==> src/sv/surl_pkg.sv <==
// Shared types and codes for the sensor UART register link.
`default_nettype none

package surl_pkg;

   // Frame bytes on the serial line
   localparam logic [7:0] SEND_START  = 8'hAA;
   localparam logic [7:0] RECV_DATA   = 8'hBB;
   localparam logic [7:0] RECV_STATUS = 8'hEE;
   localparam logic [7:0] DIR_WRITE   = 8'h00;
   localparam logic [7:0] DIR_READ    = 8'h01;

   // Result kinds
   localparam logic [1:0] OUT_TX   = 2'd0;
   localparam logic [1:0] OUT_DATA = 2'd1;
   localparam logic [1:0] OUT_DONE = 2'd2;

   // Completion status codes
   localparam logic [1:0] ST_SUCCESS = 2'd0;
   localparam logic [1:0] ST_SYNC    = 2'd1;
   localparam logic [1:0] ST_DEVICE  = 2'd2;

   // Work queue depth and pointer widths
   localparam int QDEPTH = 4;
   localparam int QPTR_W = $clog2(QDEPTH);
   localparam int QCNT_W = $clog2(QDEPTH + 1);

   // Input word kinds
   typedef enum logic [1:0] {
      KIND_RX      = 2'd0,
      KIND_READ    = 2'd1,
      KIND_WRITE   = 2'd2,
      KIND_PAYLOAD = 2'd3
   } req_kind_type;

   // Deframer phases
   typedef enum logic [1:0] {
      PH_HEADER  = 2'd0,
      PH_LENGTH  = 2'd1,
      PH_PAYLOAD = 2'd2
   } phase_type;

   // Work classes handed from front to back
   typedef enum logic [1:0] {
      OP_CMD  = 2'd0,
      OP_TX   = 2'd1,
      OP_DATA = 2'd2,
      OP_DONE = 2'd3
   } op_type;

   // One queued work entry
   typedef struct packed {
      op_type     op;
      logic [7:0] value;     // tx byte, data byte or status byte
      logic [7:0] reg_addr;  // command register
      logic [7:0] xfer_len;  // command length
      logic       read_cmd;  // command direction is read
      logic [1:0] status;    // completion status for OP_DONE
      logic       done_tail; // data byte closes the frame
   } entry_type;

endpackage

`default_nettype wire

==> src/sv/surl_front.sv <==
// Front end: accepts words, runs the receive deframer, queues work entries.
`default_nettype none

module surl_front (
   input  wire logic                clock,
   input  wire logic                reset,
   input  wire logic                accept,
   input  wire logic [1:0]          kind,
   input  wire logic [7:0]          byte_value,
   input  wire logic [7:0]          register_address,
   input  wire logic [7:0]          transfer_length,
   output logic                     push,
   output surl_pkg::entry_type      push_entry
);
   import surl_pkg::*;

   phase_type  phase_ff, phase_in;
   logic [7:0] remain_ff, remain_in;
   logic       status_frame_ff, status_frame_in;
   logic [7:0] remain_dec;
   logic       is_rx;

   assign is_rx      = accept && (req_kind_type'(kind) == KIND_RX);
   assign remain_dec = remain_ff - 8'd1;

   // Next deframer state
   always_comb begin
      phase_in        = phase_ff;
      remain_in       = remain_ff;
      status_frame_in = status_frame_ff;
      if (is_rx) begin
         case (phase_ff)
            PH_LENGTH: begin
               if (status_frame_ff) begin
                  phase_in = PH_HEADER;
               end else if (byte_value == 8'd0) begin
                  phase_in  = PH_HEADER;
                  remain_in = 8'd0;
               end else begin
                  phase_in  = PH_PAYLOAD;
                  remain_in = byte_value;
               end
            end
            PH_PAYLOAD: begin
               remain_in = remain_dec;
               if (remain_dec == 8'd0) begin
                  phase_in = PH_HEADER;
               end
            end
            default: begin
               if (byte_value == RECV_STATUS) begin
                  status_frame_in = 1'b1;
                  phase_in        = PH_LENGTH;
               end else if (byte_value == RECV_DATA) begin
                  status_frame_in = 1'b0;
                  phase_in        = PH_LENGTH;
               end else begin
                  phase_in = PH_HEADER;
               end
            end
         endcase
      end
   end

   // Classify the accepted word into a work entry
   always_comb begin
      push                 = 1'b0;
      push_entry.op        = OP_TX;
      push_entry.value     = byte_value;
      push_entry.reg_addr  = register_address;
      push_entry.xfer_len  = transfer_length;
      push_entry.read_cmd  = (req_kind_type'(kind) == KIND_READ);
      push_entry.status    = ST_SUCCESS;
      push_entry.done_tail = 1'b0;
      case (req_kind_type'(kind))
         KIND_READ, KIND_WRITE: begin
            push          = accept;
            push_entry.op = OP_CMD;
         end
         KIND_PAYLOAD: begin
            push          = accept;
            push_entry.op = OP_TX;
         end
         default: begin
            case (phase_ff)
               PH_LENGTH: begin
                  if (status_frame_ff) begin
                     push              = accept;
                     push_entry.op     = OP_DONE;
                     push_entry.status = ST_DEVICE;
                  end else if (byte_value == 8'd0) begin
                     push              = accept;
                     push_entry.op     = OP_DONE;
                     push_entry.value  = 8'd0;
                  end
               end
               PH_PAYLOAD: begin
                  push                 = accept;
                  push_entry.op        = OP_DATA;
                  push_entry.done_tail = (remain_dec == 8'd0);
               end
               default: begin
                  if (byte_value != RECV_STATUS && byte_value != RECV_DATA) begin
                     push              = accept;
                     push_entry.op     = OP_DONE;
                     push_entry.value  = 8'd0;
                     push_entry.status = ST_SYNC;
                  end
               end
            endcase
         end
      endcase
   end

   // Hold deframer state
   always_ff @(posedge clock) begin
      if (reset) begin
         phase_ff        <= PH_HEADER;
         remain_ff       <= 8'd0;
         status_frame_ff <= 1'b0;
      end else begin
         phase_ff        <= phase_in;
         remain_ff       <= remain_in;
         status_frame_ff <= status_frame_in;
      end
   end

endmodule

`default_nettype wire

==> src/sv/surl_queue.sv <==
// Short work queue between the front end and the result sequencer.
`default_nettype none

module surl_queue (
   input  wire logic                clock,
   input  wire logic                reset,
   input  wire logic                push,
   input  wire surl_pkg::entry_type push_entry,
   input  wire logic                pop,
   output logic                     full,
   output logic                     head_valid,
   output surl_pkg::entry_type      head_entry
);
   import surl_pkg::*;

   entry_type           slot_ff [QDEPTH];
   logic [QPTR_W-1:0]   wr_ptr_ff, wr_ptr_in;
   logic [QPTR_W-1:0]   rd_ptr_ff, rd_ptr_in;
   logic [QCNT_W-1:0]   count_ff, count_in;

   assign full       = (count_ff == QCNT_W'(QDEPTH));
   assign head_valid = (count_ff != '0);
   assign head_entry = slot_ff[rd_ptr_ff];

   // Advance pointers and count
   always_comb begin
      wr_ptr_in = push ? wr_ptr_ff + 1'b1 : wr_ptr_ff;
      rd_ptr_in = pop  ? rd_ptr_ff + 1'b1 : rd_ptr_ff;
      count_in  = count_ff;
      if (push && !pop) begin
         count_in = count_ff + 1'b1;
      end else if (pop && !push) begin
         count_in = count_ff - 1'b1;
      end
   end

   // Hold control state
   always_ff @(posedge clock) begin
      if (reset) begin
         wr_ptr_ff <= '0;
         rd_ptr_ff <= '0;
         count_ff  <= '0;
      end else begin
         wr_ptr_ff <= wr_ptr_in;
         rd_ptr_ff <= rd_ptr_in;
         count_ff  <= count_in;
      end
   end

   // Store entries
   always_ff @(posedge clock) begin
      if (push) begin
         slot_ff[wr_ptr_ff] <= push_entry;
      end
   end

   a_no_overflow: assert property (@(posedge clock) disable iff (reset)
      push |-> !full || pop)
      else $error("queue push while full");

   a_no_underflow: assert property (@(posedge clock) disable iff (reset)
      pop |-> head_valid)
      else $error("queue pop while empty");

   a_count_bound: assert property (@(posedge clock) disable iff (reset)
      count_ff <= QCNT_W'(QDEPTH))
      else $error("queue count beyond depth");

endmodule

`default_nettype wire

==> src/sv/surl_back.sv <==
// Back end: expands queued entries into result words through an output register.
`default_nettype none

module surl_back (
   input  wire logic                clock,
   input  wire logic                reset,
   input  wire logic                head_valid,
   input  wire surl_pkg::entry_type head_entry,
   output logic                     pop,
   output logic                     rsp_tvalid,
   input  wire logic                rsp_tready,
   output logic [1:0]               rsp_kind,
   output logic [7:0]               rsp_byte,
   output logic [1:0]               rsp_status,
   output logic                     rsp_last
);
   import surl_pkg::*;

   logic [1:0] beat_ff, beat_in;
   logic       valid_ff, valid_in;
   logic [1:0] kind_ff, kind_in;
   logic [7:0] byte_ff, byte_in;
   logic [1:0] status_ff, status_in;
   logic       last_ff, last_in;
   logic       load, fire;

   assign load = !valid_ff || rsp_tready;
   assign fire = load && head_valid;
   assign pop  = fire && last_in;

   // Pick the result word for the current beat of the head entry
   always_comb begin
      kind_in   = OUT_TX;
      byte_in   = head_entry.value;
      status_in = ST_SUCCESS;
      last_in   = 1'b1;
      case (head_entry.op)
         OP_CMD: begin
            last_in = (beat_ff == 2'd3);
            case (beat_ff)
               2'd0:    byte_in = SEND_START;
               2'd1:    byte_in = head_entry.read_cmd ? DIR_READ : DIR_WRITE;
               2'd2:    byte_in = head_entry.reg_addr;
               default: byte_in = head_entry.xfer_len;
            endcase
         end
         OP_DATA: begin
            if (beat_ff == 2'd0) begin
               kind_in = OUT_DATA;
               last_in = !head_entry.done_tail;
            end else begin
               kind_in = OUT_DONE;
               byte_in = 8'd0;
            end
         end
         OP_DONE: begin
            kind_in   = OUT_DONE;
            status_in = head_entry.status;
         end
         default: begin
            kind_in = OUT_TX;
         end
      endcase
   end

   // Advance beat and output valid
   always_comb begin
      beat_in  = beat_ff;
      valid_in = valid_ff;
      if (load) begin
         valid_in = head_valid;
      end
      if (fire) begin
         beat_in = last_in ? 2'd0 : beat_ff + 2'd1;
      end
   end

   always_ff @(posedge clock) begin
      if (reset) begin
         beat_ff  <= 2'd0;
         valid_ff <= 1'b0;
      end else begin
         beat_ff  <= beat_in;
         valid_ff <= valid_in;
      end
   end

   // Load output payload
   always_ff @(posedge clock) begin
      if (fire) begin
         kind_ff   <= kind_in;
         byte_ff   <= byte_in;
         status_ff <= status_in;
         last_ff   <= last_in;
      end
   end

   assign rsp_tvalid = valid_ff;
   assign rsp_kind   = kind_ff;
   assign rsp_byte   = byte_ff;
   assign rsp_status = status_ff;
   assign rsp_last   = last_ff;

   a_beat_has_head: assert property (@(posedge clock) disable iff (reset)
      beat_ff != 2'd0 |-> head_valid)
      else $error("beat in progress without a queued entry");

   a_burst_continues: assert property (@(posedge clock) disable iff (reset)
      valid_ff && !last_ff && rsp_tready |=> valid_ff)
      else $error("gap inside a multi-word result");

   a_pop_on_load: assert property (@(posedge clock) disable iff (reset)
      pop |-> load && head_valid)
      else $error("entry dropped without output load");

   a_tail_beats: assert property (@(posedge clock) disable iff (reset)
      head_valid && head_entry.op != OP_CMD |-> beat_ff <= 2'd1)
      else $error("non-command entry past its second beat");

endmodule

`default_nettype wire

==> src/sv/sensor_uart_register_link.sv <==
// Top level of the sensor UART register link.
//
//   port group | dir | tdata (low bit up)                         | tuser / tlast
//   req_*      | in  | byte_value, register_address, transfer_len | kind
//   rsp_*      | out | out_byte, completion_status, 6'b0          | out_kind / last
//
// The front end takes one word per cycle while the four-entry work queue has room.
// Each queued entry leaves the output register one word per cycle unless rsp stalls: a
// command gives four words, a frame-closing data byte two, every other entry one.
// Words that cause no result (frame headers, nonzero length bytes) queue no entry.
// Synchronous reset empties the queue, drops the output word and returns the
// deframer to awaiting a header; a stalled rsp side backs up into the queue.
`default_nettype none

module sensor_uart_register_link (
   input  wire logic        clock,
   input  wire logic        reset,
   input  wire logic        req_tvalid,
   output logic             req_tready,
   input  wire logic [23:0] req_tdata,  // byte_value, register_address, transfer_length
   input  wire logic [1:0]  req_tuser,  // kind
   output logic             rsp_tvalid,
   input  wire logic        rsp_tready,
   output logic [15:0]      rsp_tdata,  // out_byte, completion_status, zero pad
   output logic [1:0]       rsp_tuser,  // out_kind
   output logic             rsp_tlast   // last
);
   import surl_pkg::*;

   logic       accept;
   logic       push, pop, full, head_valid;
   entry_type  push_entry, head_entry;
   logic [7:0] rsp_byte;
   logic [1:0] rsp_status;

   assign req_tready = !full;
   assign accept     = req_tvalid && req_tready;

   surl_front u_front (
      .clock            (clock),
      .reset            (reset),
      .accept           (accept),
      .kind             (req_tuser),
      .byte_value       (req_tdata[7:0]),
      .register_address (req_tdata[15:8]),
      .transfer_length  (req_tdata[23:16]),
      .push             (push),
      .push_entry       (push_entry)
   );

   surl_queue u_queue (
      .clock      (clock),
      .reset      (reset),
      .push       (push),
      .push_entry (push_entry),
      .pop        (pop),
      .full       (full),
      .head_valid (head_valid),
      .head_entry (head_entry)
   );

   surl_back u_back (
      .clock      (clock),
      .reset      (reset),
      .head_valid (head_valid),
      .head_entry (head_entry),
      .pop        (pop),
      .rsp_tvalid (rsp_tvalid),
      .rsp_tready (rsp_tready),
      .rsp_kind   (rsp_tuser),
      .rsp_byte   (rsp_byte),
      .rsp_status (rsp_status),
      .rsp_last   (rsp_tlast)
   );

   // Pack the result word
   assign rsp_tdata = {6'd0, rsp_status, rsp_byte};

endmodule

`default_nettype wire

==> config.mk <==
export PLATFORM = sky130hd
export DESIGN_NAME = sensor_uart_register_link
export DESIGN_NICKNAME = d
export VERILOG_FILES = /design/src/sv/surl_pkg.sv /design/src/sv/surl_front.sv /design/src/sv/surl_queue.sv /design/src/sv/surl_back.sv /design/src/sv/sensor_uart_register_link.sv
export SDC_FILE = /design/constraint.sdc
export NUM_CORES = 1
export LEC_CHECK = 0
export BUFFER_PORTS_ARGS = -buffer_cell sky130_fd_sc_hd__buf_2
export CAP_MARGIN = 30
export CORE_MARGIN = 3
export CORE_UTILIZATION = 55
export CTS_BUF_LIST = sky130_fd_sc_hd__clkbuf_8
export CTS_CLUSTER_DIAMETER = 120
export DETAILED_ROUTE_END_ITERATION = 8
export PLACE_DENSITY = 0.76
export SLEW_MARGIN = 20
export SYNTH_ARGS = -nofsm -noshare
export SYNTH_HDL_FRONTEND = slang
export SYNTH_SLANG_ARGS = --single-unit
==> constraint.sdc <==
create_clock -name clock -period 4.5 [get_ports clock]
set_input_delay 0 -clock clock [delete_from_list [all_inputs] [get_ports clock]]
set_output_delay 0 -clock clock [all_outputs]
set_load 0.03 [all_outputs]
==> results by group, run 1 <==
Critical path
  – Req. time, crit path: 4.88 ns
  – Setup CP Type: flop to flop
  – Maximum net fanout on the critical path: 18
  – Worst EP arrival: 3.70 ns
  – Reg-to-reg slack, setup: 1.17 ns
  – R2r endpoint: u_queue.count_ff[2]$_SDFFE_PP0P_
  – Startpoint Class: flop
  – Crit end category: flop
  – RR Startpoint: u_front.phase_ff[0]$_SDFFE_PP0P_
  – Reg2Reg Depth: 11

Synth
  – Post-synth top area share: 0.6101
  – Async S/R FF share, synth: 0
  – Syn avg cell area: 15.89 µm²
  – Synthesized area: 6546 µm²
  – Synth warn: 0
  – Yosys reg bits: 156
  – Most frequent cells after synthesis: 133 x edfxtp_1, 30 x mux4_2, 24 x inv_1
  – Cells after synthesis: 412
  – Sequential fraction of the synthesis area: 0.6804
  – Area leader, netlist: edfxtp_1
  – Netlist cell types: 52
  – Top-count cell post-synth: edfxtp_1
  – Top_reg_cell synth: edfxtp_1
  – EDFF count, synth: 133
  – Synth area leaders: edfxtp_1 61%, mux4_2 10%, dfxtp_1 7.0%, ha_1 2.7%, inv_1 1.4%

Outcome
  – Status: finished, final reports clean

Cells and area
  – Synthesis-to-layout area growth: 16.17%
  – Share of cells above drive strength 1: 0.2285
  – Layout net count: 545
  – Diode count: 0
  – Final Util: 0.6604
  – Fin cells: 655

Timing
  – Final setup violation count: 0
  – Setup Skew: 0.01075 ns
  – Total negative setup slack: 0 ns
  – RSZ-0062 raised after global routing: no
  – Final Max Slew Viols: 0
  – Fmax: 300.7 MHz
  – Final Cycle Share: 0.7391
  – Slew at the pin with the worst max-slew slack: 0.8292 ns
  – Final Critical Period: 3.326 ns
  – Final Hold Vio Count: 0
  – Slew headroom: 0.4472

Die
  – Die area: 13250 µm²
  – Die H: 115.1 µm
  – Starting density of the core: 0.5684
  – IO Count: 51
  – Die X: 115.1 µm
  – Row count: 39
  – Placeable Area: 11520 µm²

Route
  – Drt total wl: 12760 µm
  – Wire per inst: 19.49 µm
  – Initial DRC count: 356
  – DRC: 0
  – 1st-pass router iterations: 6
  – Via Count: 3834
  – Vias/cell: 5.853
  – Final antenna-violating net count: 0

GRT
  – All-Layer GR Usage: 0.2064
  – Pin count of the biggest net entering global routing: 31
  – Vias in the first global route: 3889
  – First-pass GRT wire length: 20430 µm
  – Initial antenna violation count: 0
  – Total gr overflow: 0

Clock network
  – # Post-CTS Setup Buffers: 0
  – H-tree levels: 4
  – Clock buffer depth: 2
  – CTS clk-pin slew, worst paths: 0.08 ns
  – Root Buffer: clkbuf_8
  – Clk Latency, worst-skew pair: 0.45 ns
  – CTS tree: built
  – CTS sink cnt: 156
  – Num CTS Buffers: 17

Min path
  – Hold_sp: req_tdata[4]
  – Worst Hold Depth: 2
  – Hold EP: u_queue.slot_ff[0][24]$_DFFE_PP_
  – Worst hold path type: primary input to flop

Pwr
  – VDD IR-drop max: 0.0002476 V
  – P_leak: 2.663 nW
  – PD cells: 524.7 nW/µm²

Placement
  – Placed cells: 591
  – Routability Congestion: 0.8668
  – # port buffers: 44
  – Half-perimeter wire length after detailed placement: 7794 µm

Flow run
  – Number of max-cap violations: 0
-- worst max-delay path by stage --
stage / to / slack, ns / start / cells past startpoint
2_1_floorplan: u_queue.count_ff[2]$_SDFFE_PP0P_ / 1.61 / u_queue.count_ff[0]$_SDFFE_PP0P_ / 10
3_3_place_gp: u_queue.count_ff[2]$_SDFFE_PP0P_ / 1.30 / u_front.phase_ff[0]$_SDFFE_PP0P_ / 11
3_5_place_dp: u_queue.count_ff[2]$_SDFFE_PP0P_ / 1.19 / u_front.phase_ff[0]$_SDFFE_PP0P_ / 11
4_1_cts: u_queue.count_ff[2]$_SDFFE_PP0P_ / 1.16 / u_front.phase_ff[0]$_SDFFE_PP0P_ / 11
5_1_grt: u_queue.count_ff[2]$_SDFFE_PP0P_ / 0.85 / u_front.phase_ff[0]$_SDFFE_PP0P_ / 11
6_report: u_queue.count_ff[2]$_SDFFE_PP0P_ / 1.17 / u_front.phase_ff[0]$_SDFFE_PP0P_ / 11
-- flip-flops by register name, summed over array words and instances (netlist names), named ones only --
| name | flops |
|---|---|
| u_queue.slot_ff | 120 |
| u_queue.rd_ptr_ff | 2 |
| u_queue.count_ff | 3 |
| u_front.status_frame_ff | 1 |
| u_back.rsp_status | 2 |
| u_back.rsp_kind | 2 |
| u_back.rsp_byte | 8 |
| u_front.phase_ff | 2 |
| u_queue.wr_ptr_ff | 2 |
| u_back.rsp_tvalid | 1 |
| u_back.rsp_last | 1 |
| u_back.beat_ff | 2 |
| u_front.remain_ff | 8 |
-- placed cells by master, fill, tap and decap left out, drive strengths merged, types with 3 or more instances in the layout --
cell type	count
o22ai	9
clkbuf	17
ha	14
xor2	3
o21a	4
a22oi	5
inv	28
and2	12
mux4	30
or4	4
dlygate4sd3	32
or3	4
clkinv	7
o21ai	16
nor2	17
dfxtp	23
mux2i	3
xnor2	4
conb	6
a21oi	17
nor3	7
o211ai	5
edfxtp	133
buf	51
nor4	5
nand2	13
nor2b	8
-- cell type report --
type	count	area, µm²
flip-flops and latches	156	4456
fillers	779	3911
multi-input cells	218	1927
repair buffers	83	596.8
clock buffers	17	234.0
well taps	143	178.9
clock inverters	14	122.6
inverters	24	90.09
-- critical path, cell delays in order, from the launching register on --
cell	delay, ns
dfxtp_1	0.32
inv_1	0.07
ha_1	0.53
or4_1	0.23
a211oi_1	0.05
nor3_1	0.64
ha_1	0.30
inv_1	0.07
fa_1	0.43
xor2_1	0.18
or3_1	0.31
a21oi_1	0.14
-- logic make-up after synthesis --
kind of cell | share of synthesized area
xor+xnor | 0.009366
other cells | 0.0005728
fa+ha+maj | 0.02982
compound gates | 0.07034
buf+inv | 0.02867
mux | 0.1078
simple gates | 0.07301
flops | 0.6804
-- through the flow --
step / hold slack (ns) / power [mW] / setup WS, ns / instance area (µm²)
5_1_grt: 0.03162 / 4.189 / 0.8452 / 7605
2_1_floorplan: 0.07161 / 2.737 / 1.606 / 6565
4_1_cts: 0.004068 / 4.007 / 1.156 / 7594
3_3_place_gp: 0.2108 / 2.998 / 1.299 / 6917
6_report: 0.02624 / 3.990 / 1.174 / 7605
3_5_place_dp: 0.2207 / 3.044 / 1.192 / 6917
-- repair_timing --
item                                    4_1_cts  5_1_grt
endpoints found under the hold margin       104        0
hold buffers                                 32        0
endpoints found under the setup margin        0        0
resized for setup                             0        0
-- metal layers --
metal | GRT usage | vias to the layer above | share of wire
met5 | 0 | - | 0
met4 | 0.07825 | 0 | 0.019
met3 | 0.05684 | 25 | 0.059
met2 | 0.3391 | 130 | 0.52
met1 | 0.2644 | 1912 | 0.41
li1 | - | 1767 | -
-- power by group --
group          leakage [nW]  internal [mW]  switching, mW  total (mW)
sequential             1.41           1.82         0.0741        1.90
clock                 0.179          0.434          0.514       0.949
combinational          1.07          0.468          0.677        1.15
(Power assumes the default switching activity.)
==> run 2: changes to the inputs <==
--- a/config.mk
+++ b/config.mk
@@ -5,6 +5,7 @@
 export SDC_FILE = /design/constraint.sdc
 export NUM_CORES = 1
 export LEC_CHECK = 0
+export ABC_AREA = 1
 export BUFFER_PORTS_ARGS = -buffer_cell sky130_fd_sc_hd__buf_2
 export CAP_MARGIN = 30
 export CORE_MARGIN = 3
==> constraint.sdc (replaced) <==
create_clock -name clock -period 3.3 [get_ports clock]
set_input_delay 0 -clock clock [delete_from_list [all_inputs] [get_ports clock]]
set_output_delay 0 -clock clock [all_outputs]
set_load 0.03 [all_outputs]
==> results by group, run 2 <==
Synth
  – Synth Area in XOR/XNOR: 0.003845 (-0.005521)
  – Yosys reg bits: 156 (unchanged)
  – Main combinational cell family by area after synthesis: simple AND/OR/NAND/NOR gates
  – Synth warn: 0 (unchanged)
  – Post-synthesis adder-cell area fraction: 0.02856 (-0.001256)
  – Top_reg_cell synth: edfxtp_1
  – Cells after synthesis: 627 (+52%)
  – Post-synth top area share: 0.5844 (-0.02569)
  – Async S/R FF share, synth: 0 (unchanged)
  – Synth area leaders: edfxtp_1 58%, dfxtp_1 6.7%, nor2_1 5.4%, o21ai_0 4.5%, nand2_1 4.3%
  – Multiplexer share of the synthesized area: 0 (-0.1078)
  – Syn avg cell area: 10.90 µm² (-31%)
  – Netlist cell types: 35 (-33%)
  – Synth Area in Compound Gates: 0.1056 (+0.03530)
  – Synthesized area: 6834 µm² (+4.4%)
  – EDFF count, synth: 133 (unchanged)
  – Synth Area in Simple Gates: 0.1516 (+0.07858)
  – Area leader, netlist: edfxtp_1
  – Sequential fraction of the synthesis area: 0.6518 (-0.02865)
  – Most frequent cells after synthesis: 133 x edfxtp_1, 98 x nor2_1, 79 x nand2_1
  – Top-count cell post-synth: edfxtp_1

Route
  – Wire per inst: 16.87 µm (-13%)
  – DRC: 0 (unchanged)
  – 1st-pass router iterations: 5 (-1)
  – Initial DRC count: 575 (+62%)
  – Final antenna-violating net count: 0 (unchanged)
  – Via Count: 4846 (+26%)
  – Vias/cell: 5.476 (-6.5%)
  – Drt total wl: 14930 µm (+17%)

Timing
  – Final worst slack: 0.3651 ns (-0.8092 ns)
  – Total negative setup slack: 0 ns (unchanged)
  – Final Max Slew Viols: 0 (unchanged)
  – Slew headroom: 0.6552 (+0.2080)
  – Slew at the pin with the worst max-slew slack: 0.5133 ns (-0.3159 ns)
  – Final Critical Period: 2.935 ns (-0.3908 ns)
  – RSZ-0062 raised after global routing: no
  – Fmax: 340.7 MHz (+13%)
  – Setup Skew: 0.01263 ns (+0.001874 ns)
  – Final Cycle Share: 0.8894 (+0.1503)
  – Final setup violation count: 0 (unchanged)
  – Final Hold Vio Count: 0 (unchanged)
  – Hold slack: 0.04244 ns (+0.01620 ns)

Critical path
  – Maximum net fanout on the critical path: 11 (-7)
  – Startpoint Class: flop
  – Crit end category: flop
  – Req. time, crit path: 3.64 ns (-1.24 ns)
  – Worst EP arrival: 3.28 ns (-0.42 ns)
  – Setup CP Type: flop to flop

Cells and area
  – Commonest non-fill, non-tap cell in the layout: edfxtp_1
  – Most frequent cells in the layout: 133 x edfxtp_1, 94 x nor2_1, 79 x nand2_1
  – Synthesis-to-layout area growth: 15.12%
  – Share of cells above drive strength 1: 0.1562 (-0.07231)
  – Final Util: 0.6523 (-0.008083)
  – Diode count: 0 (unchanged)
  – Reg with most FFs: u_queue.slot_ff
  – # fillers: 909 (+17%)
  – Layout net count: 749 (+37%)
  – Flip-flop count of the largest register after layout: 120 (unchanged)

Die
  – Die X: 117.5 µm (+2.1%)
  – Die H: 117.5 µm (+2.1%)
  – Die area: 13800 µm² (+4.2%)
  – IO Count: 51 (unchanged)
  – Placeable Area: 12060 µm² (+4.7%)
  – Starting density of the core: 0.5666 (-0.001851)
  – Row count: 40 (+2.6%)

GRT
  – First-pass GRT wire length: 24060 µm (+18%)
  – All-Layer GR Usage: 0.2218 (+0.01544)
  – Met2 usage: 0.3736 (+0.03443)
  – GRT busiest layer: met2
  – Total gr overflow: 0 (unchanged)
  – Pin count of the biggest net entering global routing: 39 (+26%)
  – Routing usage on met3: 0.04517 (-0.01167)
  – Vias in the first global route: 4822 (+24%)
  – Initial antenna violation count: 0 (unchanged)
  – M1 GR Usage: 0.2861 (+0.02171)

Clock network
  – CTS sink cnt: 156 (unchanged)
  – CTS tree: built
  – H-tree levels: 4 (unchanged)
  – # Post-CTS Setup Buffers: 0 (unchanged)
  – Clk Latency, worst-skew pair: 0.46 ns (about the same)
  – CTS clk-pin slew, worst paths: 0.09 ns (about the same)
  – Num CTS Buffers: 17 (unchanged)
  – Clock buffer depth: 2 (unchanged)
  – CTS hold repair buffers: 29 (-9.4%)
  – Post-CTS sizing: 0 (unchanged)
  – Root Buffer: clkbuf_8

Flow run
  – Number of max-cap violations: 0 (unchanged)

Placement
  – Half-perimeter wire length after detailed placement: 9431 µm (+21%)
  – Routability Congestion: 0.8850 (+2.1%)
  – # port buffers: 44 (unchanged)
  – Pre-CTS WS: 0.4447 ns (-0.7470 ns)

Min path
  – Worst hold path type: primary input to flop

Pwr
  – P_leak: 3.030 nW (+14%)
  – PD cells: 757.3 nW/µm² (+44%)
  – VDD IR-drop max: 0.0003335 V (+35%)

Outcome
  – Status: finished, final reports clean
-- run 2: where the power goes --
group | total [mW] | internal (mW) | switching, mW | leakage [nW]
Combinational | 1.99 | 0.599 | 1.39 | 1.41
Clock | 1.35 | 0.609 | 0.744 | 0.190
Sequential | 2.62 | 2.51 | 0.109 | 1.43
Total | 5.96 | 3.72 | 2.24 | 3.03
-- run 2: cell type report --
| class | instances | area, µm² | area share |
|---|---|---|---|
| inverter | 57 | 221.5 | 0.02815 |
| tap | 168 | 210.2 | 0.02672 |
| clock buffer | 17 | 234.0 | 0.02974 |
| clock inverter | 15 | 141.4 | 0.01797 |
| timing repair buffer | 84 | 593.1 | 0.07538 |
| multi-input combinational | 388 | 2012 | 0.2557 |
| sequential | 156 | 4456 | 0.5663 |
-- run 2: path summary, 6_finish.rpt --
check	from	to	slack [ns]	cells past startpoint
hold / removal	req_tvalid	u_queue.wr_ptr_ff[1]$_SDFFE_PP0P_	0.04	6
setup / recovery	u_front.phase_ff[0]$_SDFFE_PP0P_	u_queue.count_ff[2]$_SDFFE_PP0P_	0.37	15
hold reg to reg	u_queue.count_ff[2]$_SDFFE_PP0P_	u_queue.count_ff[2]$_SDFFE_PP0P_	0.53	2
setup reg to reg	u_front.phase_ff[0]$_SDFFE_PP0P_	u_queue.count_ff[2]$_SDFFE_PP0P_	0.37	15
-- run 2: stage by stage --
| step | total power, mW | instance area (µm²) | cells |
|---|---|---|---|
| after floorplan | 4.085 | 6853 | 632 |
| final | 5.958 | 7868 | 885 |
| after global routing | 6.288 | 7868 | 885 |
| after detailed placement | 4.609 | 7202 | 824 |
| after global placement | 4.532 | 7202 | 824 |
| after CTS | 5.967 | 7868 | 885 |
-- run 2: metal layers --
metal / up-vias / wire length [µm]
li1: 2318 / -
met1: 2330 / 6205
met2: 176 / 7593
met3: 22 / 882
met4: 0 / 250
met5: - / 0
-- run 2: cell families after synthesis --
kind of cell,Yosys count
compound gates,126
simple gates,238
xor+xnor,3
buf+inv,88
fa+ha+maj,15
flops,156
other cells,1
-- run 2: worst max-delay path, stage by stage (launching register included) --
cell and delay (ns):
dfxtp_1 0.33, inv_1 0.07, ha_1 0.34, inv_1 0.24, nand3_1 0.14, nand2_1 0.08, nand3_1 0.12, nand2_1 0.18
inv_1 0.14, ha_1 0.15, inv_1 0.07, fa_1 0.44, a21oi_1 0.15, o21ai_0 0.13, o21ai_0 0.18, a21oi_1 0.06
==> run 3: changes to the inputs <==
--- a/config.mk
+++ b/config.mk
@@ -8,7 +8,6 @@
 export ABC_AREA = 1
 export BUFFER_PORTS_ARGS = -buffer_cell sky130_fd_sc_hd__buf_2
 export CAP_MARGIN = 30
-export CORE_MARGIN = 3
 export CORE_UTILIZATION = 55
 export CTS_BUF_LIST = sky130_fd_sc_hd__clkbuf_8
 export CTS_CLUSTER_DIAMETER = 120
==> constraint.sdc (replaced) <==
create_clock -name clock -period 2.9 [get_ports clock]
set_input_delay 0 -clock clock [delete_from_list [all_inputs] [get_ports clock]]
set_output_delay 0 -clock clock [all_outputs]
set_load 0.03 [all_outputs]
==> results by group, run 3 (synthesis results as in run 2) <==
Outcome
  – Status: finished, final reports clean

Critical path
  – Setup CP Type: flop to flop
  – Worst Setup SP: u_front.phase_ff[1]$_SDFFE_PP0P_
  – Req. time, crit path: 3.24 ns (-0.40 ns)
  – Crit end category: flop
  – Startpoint Class: flop
  – Maximum net fanout on the critical path: 5 (-6)
  – RR Startpoint: u_front.phase_ff[1]$_SDFFE_PP0P_
  – Worst EP arrival: 2.97 ns (-0.31 ns)

GRT
  – First-pass GRT wire length: 23930 µm (-0.54%)
  – Vias in the first global route: 4919 (+2.0%)
  – Total gr overflow: 0 (unchanged)
  – All-Layer GR Usage: 0.2510 (+0.02924)
  – Pin count of the biggest net entering global routing: 38 (-2.6%)
  – Initial antenna violation count: 0 (unchanged)

Cells and area
  – Multi-input logic area: 2024 µm² (+0.62%)
  – Reg with most FFs: u_queue.slot_ff
  – Synthesis-to-layout area growth: 15.21% (about the same)
  – # fillers: 933 (+2.6%)
  – Final Cell Area: 7874 µm² (about the same)
  – Register area: 4456 µm² (unchanged)
  – Share of cells above drive strength 1: 0.1580 (+0.001836)
  – Commonest non-fill, non-tap cell in the layout: edfxtp_1
  – Diode count: 0 (unchanged)
  – Layout net count: 748 (-0.13%)
  – Most frequent cells in the layout: 133 x edfxtp_1, 94 x nor2_1, 79 x nand2_1
  – Flip-flop count of the largest register after layout: 120 (unchanged)

Clock network
  – H-tree levels: 4 (unchanged)
  – CTS sink cnt: 156 (unchanged)
  – # Post-CTS Setup Buffers: 0 (unchanged)
  – CTS clk-pin slew, worst paths: 0.08 ns (about the same)
  – CTS tree: built
  – Clk Latency, worst-skew pair: 0.45 ns (about the same)
  – Num CTS Buffers: 17 (unchanged)
  – Clock buffer depth: 2 (unchanged)
  – Root Buffer: clkbuf_8

Pwr
  – Switching power total: 2.511 mW (+12%)
  – VDD IR-drop max: 0.0004817 V (+44%)
  – P_leak: 3.025 nW (-0.17%)
  – Logic pwr share: 0.327 (-0.006)
  – Switching Fraction: 0.3682 (-0.007482)
  – Sequential power share: 0.443 (+0.003)
  – Clk pwr share: 0.229 (+0.002)
  – Pint: 4.308 mW (+16%)
  – PD cells: 866.1 nW/µm² (+14%)

Route
  – Wire per inst: 17.14 µm (+1.6%)
  – Vias/cell: 5.508 (+0.60%)
  – Initial DRC count: 342 (-41%)
  – Via Count: 4864 (+0.37%)
  – Drt total wl: 15140 µm (+1.4%)
  – Final antenna-violating net count: 0 (unchanged)
  – DRC: 0 (unchanged)
  – 1st-pass router iterations: 5 (unchanged)

Timing
  – Slew at the pin with the worst max-slew slack: 0.6433 ns (+0.1301 ns)
  – Final Max Slew Viols: 0 (unchanged)
  – Final Cycle Share: 0.9055 (+0.01614)
  – Slew headroom: 0.5666 (-0.08861)
  – Final Critical Period: 2.626 ns (-0.3089 ns)
  – Final Hold Vio Count: 0 (unchanged)
  – Total negative setup slack: 0 ns (unchanged)
  – Hold slack: 0.01550 ns (-0.02694 ns)
  – Final setup violation count: 0 (unchanged)
  – Fmax: 380.8 MHz (+12%)
  – RSZ-0062 raised after global routing: no
  – Setup Skew: 0.01172 ns (-0.0009093 ns)

Die
  – Die H: 113.5 µm (-3.4%)
  – Row count: 40 (unchanged)
  – Starting density of the core: 0.5666 (unchanged)
  – IO Count: 51 (unchanged)
  – Placeable Area: 12060 µm² (unchanged)
  – Die area: 12880 µm² (-6.7%)
  – Die X: 113.5 µm (-3.4%)

Placement
  – DP Area: 7209 µm² (+0.10%)
  – Half-perimeter wire length after detailed placement: 9623 µm (+2.0%)
  – Routability Congestion: 0.8478 (-4.2%)
  – # port buffers: 44 (unchanged)

Min path
  – Worst hold path type: primary input to flop
  – Hold_sp: req_tuser[0]

Flow run
  – Number of max-cap violations: 0 (unchanged)
==> run 3: layer usage <==
| metal | global-route usage | up-vias | wire length, µm |
|---|---|---|---|
| met5 | 0 | - | 0 |
| met4 | 0.1114 | 0 | 310 |
| met3 | 0.06908 | 29 | 1164 |
| met2 | 0.4191 | 194 | 7418 |
| met1 | 0.3066 | 2324 | 6245 |
| li1 | - | 2317 | - |
==> run 3: repair_timing <==
action                                 in CTS  in global routing
endpoints found under the hold margin     101                  0
setup endpoints to repair                   0                  1
gates resized for setup                     0                  2
hold buffers                               27                  0
==> run 3: power by group through the flow <==
stage          sequential [mW]  combinational (mW)  clock (mW)
2_1_floorplan             3.22                1.43           0
3_3_place_gp              3.06                2.10           0
3_5_place_dp              3.07                2.18           0
4_1_cts                   3.02                2.21        1.58
5_1_grt                   3.05                2.47        1.67
6_report                  3.02                2.23        1.56
==> run 3: area by class of cell <==
class,count,share of cell area
Timing Repair Buffer,83,0.07373
Clock buffer,17,0.02972
Sequential cell,156,0.5659
Inverter,57,0.02813
Multi-Input combinational cell,388,0.2571
Clock inverter,14,0.01875
Tap cell,168,0.02670
==> run 3: critical path, stage by stage, from the launching register on <==
cell and delay (ns):
dfxtp_1 0.34, inv_1 0.08, ha_1 0.22, nor2_1 0.08, nor2_1 0.14, nand2_1 0.09, nand3_1 0.11, nand2_1 0.18
inv_1 0.15, ha_1 0.16, inv_1 0.07, fa_1 0.43, a21oi_1 0.15, o21ai_0 0.11, o21ai_0 0.16, a21oi_1 0.06
==> run 3: path summary, 6_finish.rpt <==
path                                       end  slack [ns]  cells past startpoint
min reg2reg  u_queue.wr_ptr_ff[1]$_SDFFE_PP0P_        0.53                      2
max           u_queue.count_ff[2]$_SDFFE_PP0P_        0.27                     15
max reg2reg   u_queue.count_ff[2]$_SDFFE_PP0P_        0.27                     15
min          u_queue.wr_ptr_ff[1]$_SDFFE_PP0P_        0.02                      6
==> run 3: metrics by stage <==
stage / std cells / worst slack (ns) / power (mW) / util
final: 883 / 0.2740 / 6.819 / 0.6528
after global routing: 883 / 0.06902 / 7.191 / 0.6528
after CTS: 883 / 0.1643 / 6.815 / 0.6518
after detailed placement: 825 / 0.1687 / 5.250 / 0.5977
after global placement: 825 / 0.3021 / 5.156 / 0.5977
after floorplan: 632 / 0.07886 / 4.648 / -
